`config.mk`:
```
export PLATFORM = sky130hd
export DESIGN_NAME = esfp_enc
export DESIGN_NICKNAME = d
export VERILOG_FILES = /design/src/hw/rtl/esfp_pkg.sv /design/src/hw/rtl/esfp_enc.sv
export SDC_FILE = /design/constraint.sdc
export NUM_CORES = 1
export LEC_CHECK = 0
export ABC_AREA = 1
export BUFFER_PORTS_ARGS = -buffer_cell sky130_fd_sc_hd__buf_4
export CAP_MARGIN = 10
export CORE_UTILIZATION = 60
export CTS_BUF_LIST = sky130_fd_sc_hd__clkbuf_2 sky130_fd_sc_hd__clkbuf_4 sky130_fd_sc_hd__clkbuf_8
export DETAILED_ROUTE_END_ITERATION = 10
export PLACE_DENSITY = 0.86
export SLEW_MARGIN = 15
export SYNTH_ARGS = -nofsm -noshare
export SYNTH_HDL_FRONTEND = slang
export SYNTH_SLANG_ARGS = --single-unit
```
`constraint.sdc`:
```
create_clock -name clk -period 2.7 [get_ports clk]
set_input_delay 0.405 -clock clk [delete_from_list [all_inputs] [get_ports clk]]
set_output_delay 0.405 -clock clk [all_outputs]
set_load 0.005 [all_outputs]
```
`src/hw/rtl/esfp_pkg.sv`:
```
// Shared types and constants for the encoder state-feedback motor PWM core.
// No dependencies; imported by every module of the block.
package esfp_pkg;

  localparam int REG_W     = 32;
  localparam int PROD_W    = 2 * REG_W;
  localparam int SUM_W     = PROD_W + 2;
  localparam int CFG_IDX_W = 2;

  localparam logic [REG_W-1:0] TARGET_RST   = 32'd1820;
  localparam logic [REG_W-1:0] GAIN_REF_RST = 32'd65536;
  localparam logic [REG_W-1:0] GAIN_POS_RST = 32'd65536;
  localparam logic [REG_W-1:0] GAIN_VEL_RST = 32'd0;

  typedef enum logic [CFG_IDX_W-1:0] {
    REG_TARGET   = 2'd0,
    REG_GAIN_REF = 2'd1,
    REG_GAIN_POS = 2'd2,
    REG_GAIN_VEL = 2'd3
  } cfg_idx_t;

  typedef enum logic {
    FUNC_EDGE = 1'b0,
    FUNC_TICK = 1'b1
  } func_t;

  typedef struct packed {
    logic signed [REG_W-1:0] target;
    logic signed [REG_W-1:0] gain_ref;
    logic signed [REG_W-1:0] gain_pos;
    logic signed [REG_W-1:0] gain_vel;
  } cfg_t;

  typedef struct packed {
    logic signed [REG_W-1:0] count;
    logic signed [REG_W-1:0] delta;
  } opnd_t;

  typedef struct packed {
    logic signed [PROD_W-1:0] t_ref;
    logic signed [PROD_W-1:0] t_pos;
    logic signed [PROD_W-1:0] t_vel;
  } prod_t;

  typedef struct packed {
    logic s0;
    logic prod;
    logic out;
  } adv_t;

endpackage

```
`src/hw/rtl/esfp_enc.sv`:
```
// Encoder position counter and tick operand capture stage.
// Depends on esfp_pkg.
module esfp_enc (
  input  logic            clk,
  input  logic            rst_n,
  input  logic            accept,
  input  logic            func,
  input  logic            enc_b,
  input  logic            adv,
  output logic            s0_valid,
  output esfp_pkg::opnd_t opnd
);
  import esfp_pkg::*;

  logic [REG_W-1:0] count_r;
  logic [REG_W-1:0] last_r;
  logic             s0_valid_r;
  opnd_t            opnd_r;
  logic             is_tick;

  assign is_tick  = (func_t'(func) == FUNC_TICK);
  assign s0_valid = s0_valid_r;
  assign opnd     = opnd_r;

  always_ff @(posedge clk) begin
    if (!rst_n) begin
      count_r    <= '0;
      last_r     <= '0;
      s0_valid_r <= 1'b0;
    end else begin
      if (accept && !is_tick) begin
        count_r <= enc_b ? count_r + REG_W'(1) : count_r - REG_W'(1);
      end
      if (accept && is_tick) begin
        last_r <= count_r;
      end
      if (adv) begin
        s0_valid_r <= accept && is_tick;
      end
    end
  end

  always_ff @(posedge clk) begin
    if (accept && is_tick) begin
      opnd_r.count <= signed'(count_r);
      opnd_r.delta <= signed'(count_r - last_r);
    end
  end

endmodule

```
==> flow_metrics.env <==
export IMPL_antennaDiodeCount=0
export IMPL_clockRootBuffer="clkbuf_8"
export IMPL_synth_main_ff_cell="dfxtp_1"
export IMPL_syn_inst=1207
export IMPL_reg2regPathDepth=9
export IMPL_cts_resized=0
export IMPL_slew_headroom=0.6427
export IMPL_max_stage_delay_ps=440
export IMPL_rrSetupSlack_ps=230
export IMPL_rows=43
export IMPL_fin_crit_ps=2472
export IMPL_synth_area_leader_cell="edfxtp_1"
export IMPL_yosysWarnings=0
export IMPL_crit_arrival_ps=2670
export IMPL_cts_setup_buffers=0
export IMPL_grt_max_degree=63
export IMPL_worst_pin_slew_ps=535.9
export IMPL_ys_ff_latch=129
export IMPL_path_class="flop to flop"
export IMPL_rsz0062_at_grt="false"
export IMPL_wl_per_cell_um=14.21
export IMPL_track_usage=0.2991
export IMPL_fin_nets=1354
export IMPL_first_pass_iters=6
export IMPL_total_leakage_power_nw=4.982
export IMPL_path_cells="inv_1, ha_1, fa_1, o21ai_2, nand3_1, nand3_1, nand4_1, nand3_1, nand2_1"
export IMPL_avgSynthCellArea_um2=7.088
export IMPL_cp_slowest_cell="fa_1"
export IMPL_vias=7902
export IMPL_hp_class="primary input to flop"
export IMPL_cts_clk_slew_worst_paths_ps=70
export IMPL_cts_max_path_buffers=2
export IMPL_fin_setup_tns_ps=0
export IMPL_hpwl_um=16400
export IMPL_finalCritPeriodShare=0.9155
export IMPL_peakVddDrop_mv=0.2830
export IMPL_p_per_area_nw_per_um2=595.6
export IMPL_cp_required_ps=2900
export IMPL_synth_common_cells="nand2_1 (321), inv_1 (210), nor2_1 (131)"
export IMPL_antenna_found_initial=0
export IMPL_crit_top_cell="nand3_1"
export IMPL_synthToLayoutAreaGrowth_pct=13.26
export IMPL_start_kind="flop"
export IMPL_port_buffers=70
export IMPL_path_max_fanout=5
export IMPL_crit_path_end_kind="flop"
export IMPL_htree_levels=4
export IMPL_worst_slack_ps=228.1
export IMPL_via_per_inst=5.346
export IMPL_cts_buffers=17
export IMPL_die_area_um2=14740
export IMPL_coreArea_um2=13880
export IMPL_initial_utilization=0.6164
export IMPL_clock_skew_ps=15.52
export IMPL_grt_overflow=0
export IMPL_grt_pass1_vias=7298
export IMPL_fmax_ghz=0.4046
export IMPL_drtAntennaViolNets=0
export IMPL_holdPathStages=2
export IMPL_grt_pass1_wl_um=34160
export IMPL_synthesis_area_um2=8556
export IMPL_postCtsHoldBufs=0
export IMPL_setup_viol=0
export IMPL_dp_slack_ps=302.5
export IMPL_cts_sinks=129
export IMPL_die_x_um=121.4
export IMPL_synthArstFlopShare=0
export IMPL_synth_cell_type_count=37
export IMPL_wl_um=21000
export IMPL_drive_above_1_share=0.1094
export IMPL_cts_tree="built"
export IMPL_synth_top_area_frac=0.2246
export IMPL_status="complete, no violations"
export IMPL_synth_edf_count=64
export IMPL_hold_viol=0
export IMPL_gp_congestion=0.9571
export IMPL_pin_count=71
export IMPL_postLayoutCoreUtil=0.6981
export IMPL_cap_violations=0
export IMPL_slew_viol_final=0
export IMPL_seq_area_frac_synth=0.3767
export IMPL_synth_area_leaders="edfxtp_1 (22%), dfxtp_1 (15%), nand2_1 (14%)"
export IMPL_drt_iter0_drc=758
export IMPL_clock_latency_ps=450
export IMPL_synth_most_common_cell="nand2_1"
export IMPL_drc=0
export IMPL_die_h_um=121.4
export IMPL_synth_nets=1276
-- stage by stage --
stage / cells / hold slack (ps) / power, mW / cell area (um^2)
6_report: 1478 / 149.3 / 5.772 / 9691
5_1_grt: 1478 / 145.3 / 6.106 / 9691
4_1_cts: 1478 / 133.7 / 5.750 / 9691
3_5_place_dp: 1446 / 451.7 / 4.178 / 9311
3_3_place_gp: 1446 / 442.1 / 4.136 / 9311
2_1_floorplan: 1207 / 433.1 / 3.662 / 8556
-- state kept, by name (all words and copies together), names as in the netlist --
register	cells
count_r	32
last_r	32
opnd	64
s0_valid	1
-- logic make-up (layout without fill, tap and decap cells) --
family | after synthesis | count (layout) | share of synthesized area
fa+ha+maj | 63 | 63 | 0.09389
flops | 129 | 129 | 0.3767
compound gates | 197 | 197 | 0.1239
buf+inv | 230 | 321 | 0.1012
xor+xnor | 37 | 37 | 0.03875
simple gates | 551 | 551 | 0.2656
-- final timing paths --
check                                from                      end
setup / recovery  count_r[0]$_SDFFE_PN0P_       opnd[28]$_DFFE_PP_
hold / removal                        adv    s0_valid$_SDFFE_PN0P_
setup reg to reg  count_r[0]$_SDFFE_PN0P_       opnd[28]$_DFFE_PP_
hold reg to reg   last_r[18]$_SDFFE_PN0P_  last_r[18]$_SDFFE_PN0P_
-- cells in the final DEF (no fill, tap or decap), types with 4 or more instances in the layout --
master / count
a21oi_1: 101
buf_4: 76
clkbuf_8: 18
clkinv_2: 6
dfxtp_1: 65
edfxtp_1: 64
ha_1: 61
inv_1: 209
nand2_1: 320
nand2_2: 13
nand3_1: 55
nand3_2: 4
nand4_1: 10
nor2_1: 130
nor3_1: 8
o21a_1: 6
o21ai_0: 73
o21bai_1: 5
xnor2_1: 5
xor2_1: 31
-- cell type report --
type,count,area (um^2)
Sequential cell,129,3223
Clock buffer,20,262.8
Fill cell,1190,4190
Clock inverter,12,116.4
Multi-Input combinational cell,848,4477
Timing Repair Buffer,77,590.6
Tap cell,180,225.2
Inverter,212,795.8
-- power breakdown --
| part | leakage, nW | internal (mW) | switching (mW) |
|---|---|---|---|
| combinational | 3.65 | 0.653 | 1.15 |
| sequential | 1.14 | 2.27 | 0.104 |
| clock | 0.192 | 0.849 | 0.748 |
-- critical path, delay by kind of cell (launching register included) --
kind / cells / cell delay [ps]
AND/OR/NAND/NOR: 5 / 690
buffers and inverters: 1 / 150
flip-flops: 1 / 410
AO/OA/AOI/OAI: 1 / 300
adder cells (fa/ha/maj): 2 / 700
-- layer usage --
layer  GRT usage  vias to the layer above  wire length [um]
met1      0.3912                     3556              9296
met2      0.4901                      266              9706
met5           0                        -                 0
li1            -                     4016                 -
met4      0.1265                        0               719
met3     0.04558                       64              1278
(Power assumes the default switching activity.)
