<file path="src/hw/rtl/esfp_pkg.sv">
// Shared types and constants for the encoder state-feedback motor PWM core.
// No dependencies; imported by every module of the block.
package esfp_pkg;

  localparam int REG_W     = 32;
  localparam int PROD_W    = 2 * REG_W;
  localparam int SUM_W     = PROD_W + 2;
  localparam int CFG_IDX_W = 2;

  localparam logic [REG_W-1:0] TARGET_RST   = 32'd1820;
  localparam logic [REG_W-1:0] GAIN_REF_RST = 32'd65536;
  localparam logic [REG_W-1:0] GAIN_POS_RST = 32'd65536;
  localparam logic [REG_W-1:0] GAIN_VEL_RST = 32'd0;

  typedef enum logic [CFG_IDX_W-1:0] {
    REG_TARGET   = 2'd0,
    REG_GAIN_REF = 2'd1,
    REG_GAIN_POS = 2'd2,
    REG_GAIN_VEL = 2'd3
  } cfg_idx_t;

  typedef enum logic {
    FUNC_EDGE = 1'b0,
    FUNC_TICK = 1'b1
  } func_t;

  typedef struct packed {
    logic signed [REG_W-1:0] target;
    logic signed [REG_W-1:0] gain_ref;
    logic signed [REG_W-1:0] gain_pos;
    logic signed [REG_W-1:0] gain_vel;
  } cfg_t;

  typedef struct packed {
    logic signed [REG_W-1:0] count;
    logic signed [REG_W-1:0] delta;
  } opnd_t;

  typedef struct packed {
    logic signed [PROD_W-1:0] t_ref;
    logic signed [PROD_W-1:0] t_pos;
    logic signed [PROD_W-1:0] t_vel;
  } prod_t;

  typedef struct packed {
    logic s0;
    logic prod;
    logic out;
  } adv_t;

endpackage

</file>
<file path="src/hw/rtl/esfp_sat.sv">
// Sum, scale and saturate stage with the result register.
// Depends on esfp_pkg.
module esfp_sat #(
  parameter int DUTY_BITS  = 13,
  parameter int GAIN_SHIFT = 16
) (
  input  logic                 clk,
  input  logic                 rst_n,
  input  logic                 p_valid,
  input  esfp_pkg::prod_t      prod,
  input  logic                 adv,
  output logic                 out_valid,
  output logic                 out_reverse,
  output logic [DUTY_BITS-1:0] out_duty,
  output logic                 out_saturated
);
  import esfp_pkg::*;

  localparam logic signed [SUM_W-1:0] LIM     = signed'(SUM_W'((1 << DUTY_BITS) - 1));
  localparam logic signed [SUM_W-1:0] NEG_LIM = -LIM;
  localparam int                      EXT_W   = SUM_W - PROD_W;

  logic signed [SUM_W-1:0] a_ext, b_ext, c_ext;
  logic signed [SUM_W-1:0] sum_s, u_s, u_abs;
  logic                    hi, lo;
  logic                    valid_r, reverse_r, sat_r;
  logic                    reverse_nxt, sat_nxt;
  logic [DUTY_BITS-1:0]    duty_r, duty_nxt;

  always_comb begin
    a_ext = signed'({{EXT_W{prod.t_ref[PROD_W-1]}}, prod.t_ref});
    b_ext = signed'({{EXT_W{prod.t_pos[PROD_W-1]}}, prod.t_pos});
    c_ext = signed'({{EXT_W{prod.t_vel[PROD_W-1]}}, prod.t_vel});
    sum_s = a_ext - b_ext - c_ext;
    // Arithmetic shift of the exact sum is the floor of the scaled value.
    u_s   = sum_s >>> GAIN_SHIFT;
    hi    = (u_s > LIM);
    lo    = (u_s < NEG_LIM);
    u_abs = u_s[SUM_W-1] ? -u_s : u_s;
    reverse_nxt = u_s[SUM_W-1];
    sat_nxt     = hi || lo;
    duty_nxt    = sat_nxt ? LIM[DUTY_BITS-1:0] : u_abs[DUTY_BITS-1:0];
  end

  always_ff @(posedge clk) begin
    if (!rst_n) begin
      valid_r <= 1'b0;
    end else if (adv) begin
      valid_r <= p_valid;
    end
  end

  always_ff @(posedge clk) begin
    if (adv && p_valid) begin
      reverse_r <= reverse_nxt;
      sat_r     <= sat_nxt;
      duty_r    <= duty_nxt;
    end
  end

  assign out_valid     = valid_r;
  assign out_reverse   = reverse_r;
  assign out_saturated = sat_r;
  assign out_duty      = duty_r;

endmodule

</file>
<file path="config.mk">
export PLATFORM = sky130hd
export DESIGN_NAME = esfp_sat
export DESIGN_NICKNAME = d
export VERILOG_FILES = /design/src/hw/rtl/esfp_pkg.sv /design/src/hw/rtl/esfp_sat.sv
export SDC_FILE = /design/constraint.sdc
export NUM_CORES = 1
export LEC_CHECK = 0
export BUFFER_PORTS_ARGS = -buffer_cell sky130_fd_sc_hd__clkbuf_2
export CORE_MARGIN = 4
export CORE_UTILIZATION = 55
export DETAILED_ROUTE_END_ITERATION = 8
export HOLD_SLACK_MARGIN = 0.12
export MAX_ROUTING_LAYER = met4
export PLACE_DENSITY = 0.84
export SKIP_CTS_REPAIR_TIMING = 1
export SYNTH_ARGS = -nofsm -noshare
export SYNTH_HDL_FRONTEND = slang
export SYNTH_SLANG_ARGS = --single-unit
</file>
<file path="constraint.sdc">
create_clock -name clk -period 5.7 [get_ports clk]
set_clock_uncertainty 0.15 [all_clocks]
set_input_delay 0.285 -clock clk [delete_from_list [all_inputs] [get_ports clk]]
set_output_delay 0.285 -clock clk [all_outputs]
set_load 0.005 [all_outputs]
</file>
==> key figures <==
Status
  – Run status: complete, no violations

Worst setup path
  – Worst path cell trace: clkbuf_2, fa_1, inv_1, ha_1, a21oi_1, o21ai_0, a211oi_1, o21ai_1, a31oi_1, xnor2_1, nor4_1, nand4_1, nor4_4, buf_4, o21ai_2
  – Data arrival at the endpoint of the critical path: about 4.7 ns
  – Maximum cell stage delay along the critical path: around 0.66 ns
  – Launching element type of the critical path: primary input
  – Worst setup path category: primary input to flop
  – Req. time, crit path: 5.52 ns
  – Slowest library cell on the worst path: a31oi_1
  – Crit path max fanout: 9
  – Category of the worst setup path capture point: flop
  – Critical path buffer and inverter count: 3
  – Largest delay share family, worst path: compound AO/OA/AOI/OAI gates

Route
  – Residual antenna-violating net count after detailed routing: 0
  – Count of routing violations after the opening detailed-route iteration: between 600 and 700
  – Post-detailed-route wirelength per cell: approximately 17 um
  – DRC: 0
  – Pre-antenna DRT Iters: 5
  – Detailed-route wire length: 22.2 mm
  – Number of vias after detailed routing: around 7.7k
  – Via-to-Cell Ratio: 5.84

Floorplanning
  – # IOs: ~210
  – Die height: 122 um
  – Floorplan Core Area: between 10,000 and 15,000 sq um
  – Standard-cell rows: between 40 and 50
  – Die extent in x: roughly 120 um
  – Die ar.: around 15,000 sq um
  – Effective utilization at floorplan: a little under three fifths

Placement
  – PortBufs: 211
  – Pre-CTS setup slack: roughly 0.67 ns
  – Count of placed standard cells including taps: around 1.3k
  – Post-detailed-placement half-perimeter wirelength: 19.7 mm
  – Final weighted congestion in routability-driven placement: 1.06

STA
  – Final critical-path setup slack: a little under 0.8 ns
  – Final worst-path cycle share: between 80% and 90%
  – Final min period: 4.92 ns
  – Pin slew with the least headroom to its limit: between 0.7 and 0.8 ns
  – Post-route setup TNS: 0 ns
  – Final number of setup-violating endpoints: 0
  – Worst hold slack across all endpoints: between 0.2 and 0.25 ns
  – Hold violation count in the final report: 0
  – RSZ-0062 raised after global routing: no
  – Worst rel slew slack: a little under half
  – Final Max Tran Viols: 0
  – Highest clock rate: between 200 and 250 MHz

Layout
  – Share of layout cells above drive strength 1: a little under a quarter
  – Cell Count, Final, Fillers Out: about 1.3k
  – Layout Nets: ~1.5k
  – Area grow syn2layout: 17.2%
  – Number of antenna repair diodes: 0
  – Share of the core filled with cells in the final layout: 66.1%

Global route
  – Total track usage: a little under a third
  – Pin count of the biggest net entering global routing: 17
  – First-pass GRT wire length: 35.5 mm
  – Overflow after GRT: 0
  – Vias in the first global route: approximately 7.4k
  – Number of antenna violations at the first check in global routing: 0

Pwr
  – Clock network fraction of total power: under 10%
  – Sequential Power Share: under 10%
  – Fraction of power spent switching nets: 55.9%
  – Worst vdd rail ir drop: 0.0000989 V
  – Gate power share: 85.9%
  – Int Power: 0.846 mW
  – Switching power: about 1.1 mW
  – Leak: 4.14 nW
  – Power density normalized to cell area: about 230 nW/um^2

CTS
  – H-tree levels: 1
  – Maximum clock path buffer count: 2
  – Num Clock Sinks: 16
  – Number of buffers inserted during clock tree synthesis: 3
  – Root buffer cell: clkbuf_16
  – Post-CTS clock slew at the launch and capture registers of the worst setup and hold paths: around 0.040 ns
  – Clock tree from TritonCTS: done
  – Clock latency at the later pin of the worst-skew pair: about 0.24 ns

Synthesis
  – Synthesized flop and latch total: 16
  – Post-synth top flop: edfxtp_1
  – Library cell with the highest instance count after synthesis: inv_1
  – Post-synth design cell area: 7150 sq um
  – Synth top cells by count: 160 x inv_1, 101 x a21oi_1, 78 x nand2_1
  – Post-synthesis sequential area ratio: 6.58%
  – Count of flip-flops with a built-in enable after synthesis: 15
  – Count of different cell masters after synthesis: 79
  – Ys async rst share: 0%
  – Post-synthesis net count: 1,273
  – Cells after synthesis: roughly 950
  – Cell taking the most area after synthesis: fa_1
  – Top cells by area in the synthesized netlist: fa_1 17%, ha_1 12%, inv_1 8.4%
  – Number of synthesis warnings: 0
  – Proportion of netlist area held by the largest area contributor: between 10% and 20%
  – Average footprint of a synthesized cell: 7.55 sq um

Flow run
  – Maximum capacitance violations: 0

Worst hold path
  – Worst min path class: primary input to flop
## per-layer routing
layer  GRT usage (%)  routed length, um
met5               -                  0
met4            5.53                328
met3            2.97               2040
met2            47.8              10200
met1            42.7               9610
## area by class of cell
cell class,count,area (sq um)
Inverter,160,601
Fill cell,1186,4290
Clock buffer,4,78.8
Tap cell,172,215
Timing Repair Buffer,223,1150
Multi-Input combinational cell,740,5870
Sequential cell,16,470
## power by group through the flow
stage                     sequential, mW  clock [mW]  combinational [mW]
after floorplan                    0.140           0                1.19
after global placement             0.139           0                1.60
after detailed placement           0.139           0                1.60
after CTS                          0.137       0.138                1.62
after global routing               0.138       0.143                1.81
final                              0.137       0.134                1.65
## sequential cells by signal, indices dropped and copies added, names as in the netlist
| register | cells |
|---|---|
| out_valid | 1 |
| out_reverse | 1 |
| out_duty | 13 |
| out_saturated | 1 |
## worst paths after layout
path,slack (ns),end,startpoint,cells after the start
max,0.78,out_duty[0],prod[4],15
min,0.21,out_valid,adv,3
max reg2reg,4.87,out_valid,out_valid,2
min reg2reg,0.43,out_valid,out_valid,2
## per-stage QoR
stage | instance area (sq um) | power, mW
2_1_floorplan | 7150 | 1.33
5_1_grt | 8380 | 2.09
3_5_place_dp | 8290 | 1.74
6_report | 8380 | 1.92
3_3_place_gp | 8290 | 1.73
4_1_cts | 8370 | 1.89
## logic make-up (layout without fill, tap and decap cells)
family / count (synthesis) / in the layout / synth area share (%)
AO/OA/AOI/OAI: 280 / 280 / 25.3
XOR/XNOR: 55 / 55 / 6.84
adder cells (fa/ha/maj): 130 / 130 / 29.3
buffers and inverters: 191 / 387 / 11.4
flip-flops: 16 / 16 / 6.58
multiplexers: 4 / 4 / 0.595
AND/OR/NAND/NOR: 271 / 271 / 20.1
## worst register-to-register path, stage by stage, from the launching register on
cell	delay, ns
dfxtp_1	0.30
nor2b_1	0.12
o21a_1	0.15
## cells in the final DEF, fill, tap and decap left out, types with 3 or more instances in the layout
master	instances
a211oi_1	6
nor2b_1	7
nand3_1	10
inv_1	160
o21a_1	12
nor4_1	5
o211ai_1	15
o21ai_2	9
nor2_1	62
a211oi_2	4
o21ai_1	10
o21ai_0	52
o31ai_1	12
xor2_1	21
and4_1	5
nand2_1	78
clkbuf_2	211
nor4b_1	4
xnor2_1	33
or4b_1	3
a21oi_1	101
nand2b_1	3
clkbuf_16	3
ha_1	68
nand4b_1	3
buf_4	11
or3_1	6
o21bai_1	6
nor3_1	19
nand4_1	39
fa_1	62
a31oi_1	8
a21o_1	14
a22oi_1	3
and3_1	5
nor4_4	3
o31a_1	3
edfxtp_1	15
Power figures use the tool's default switching activity.
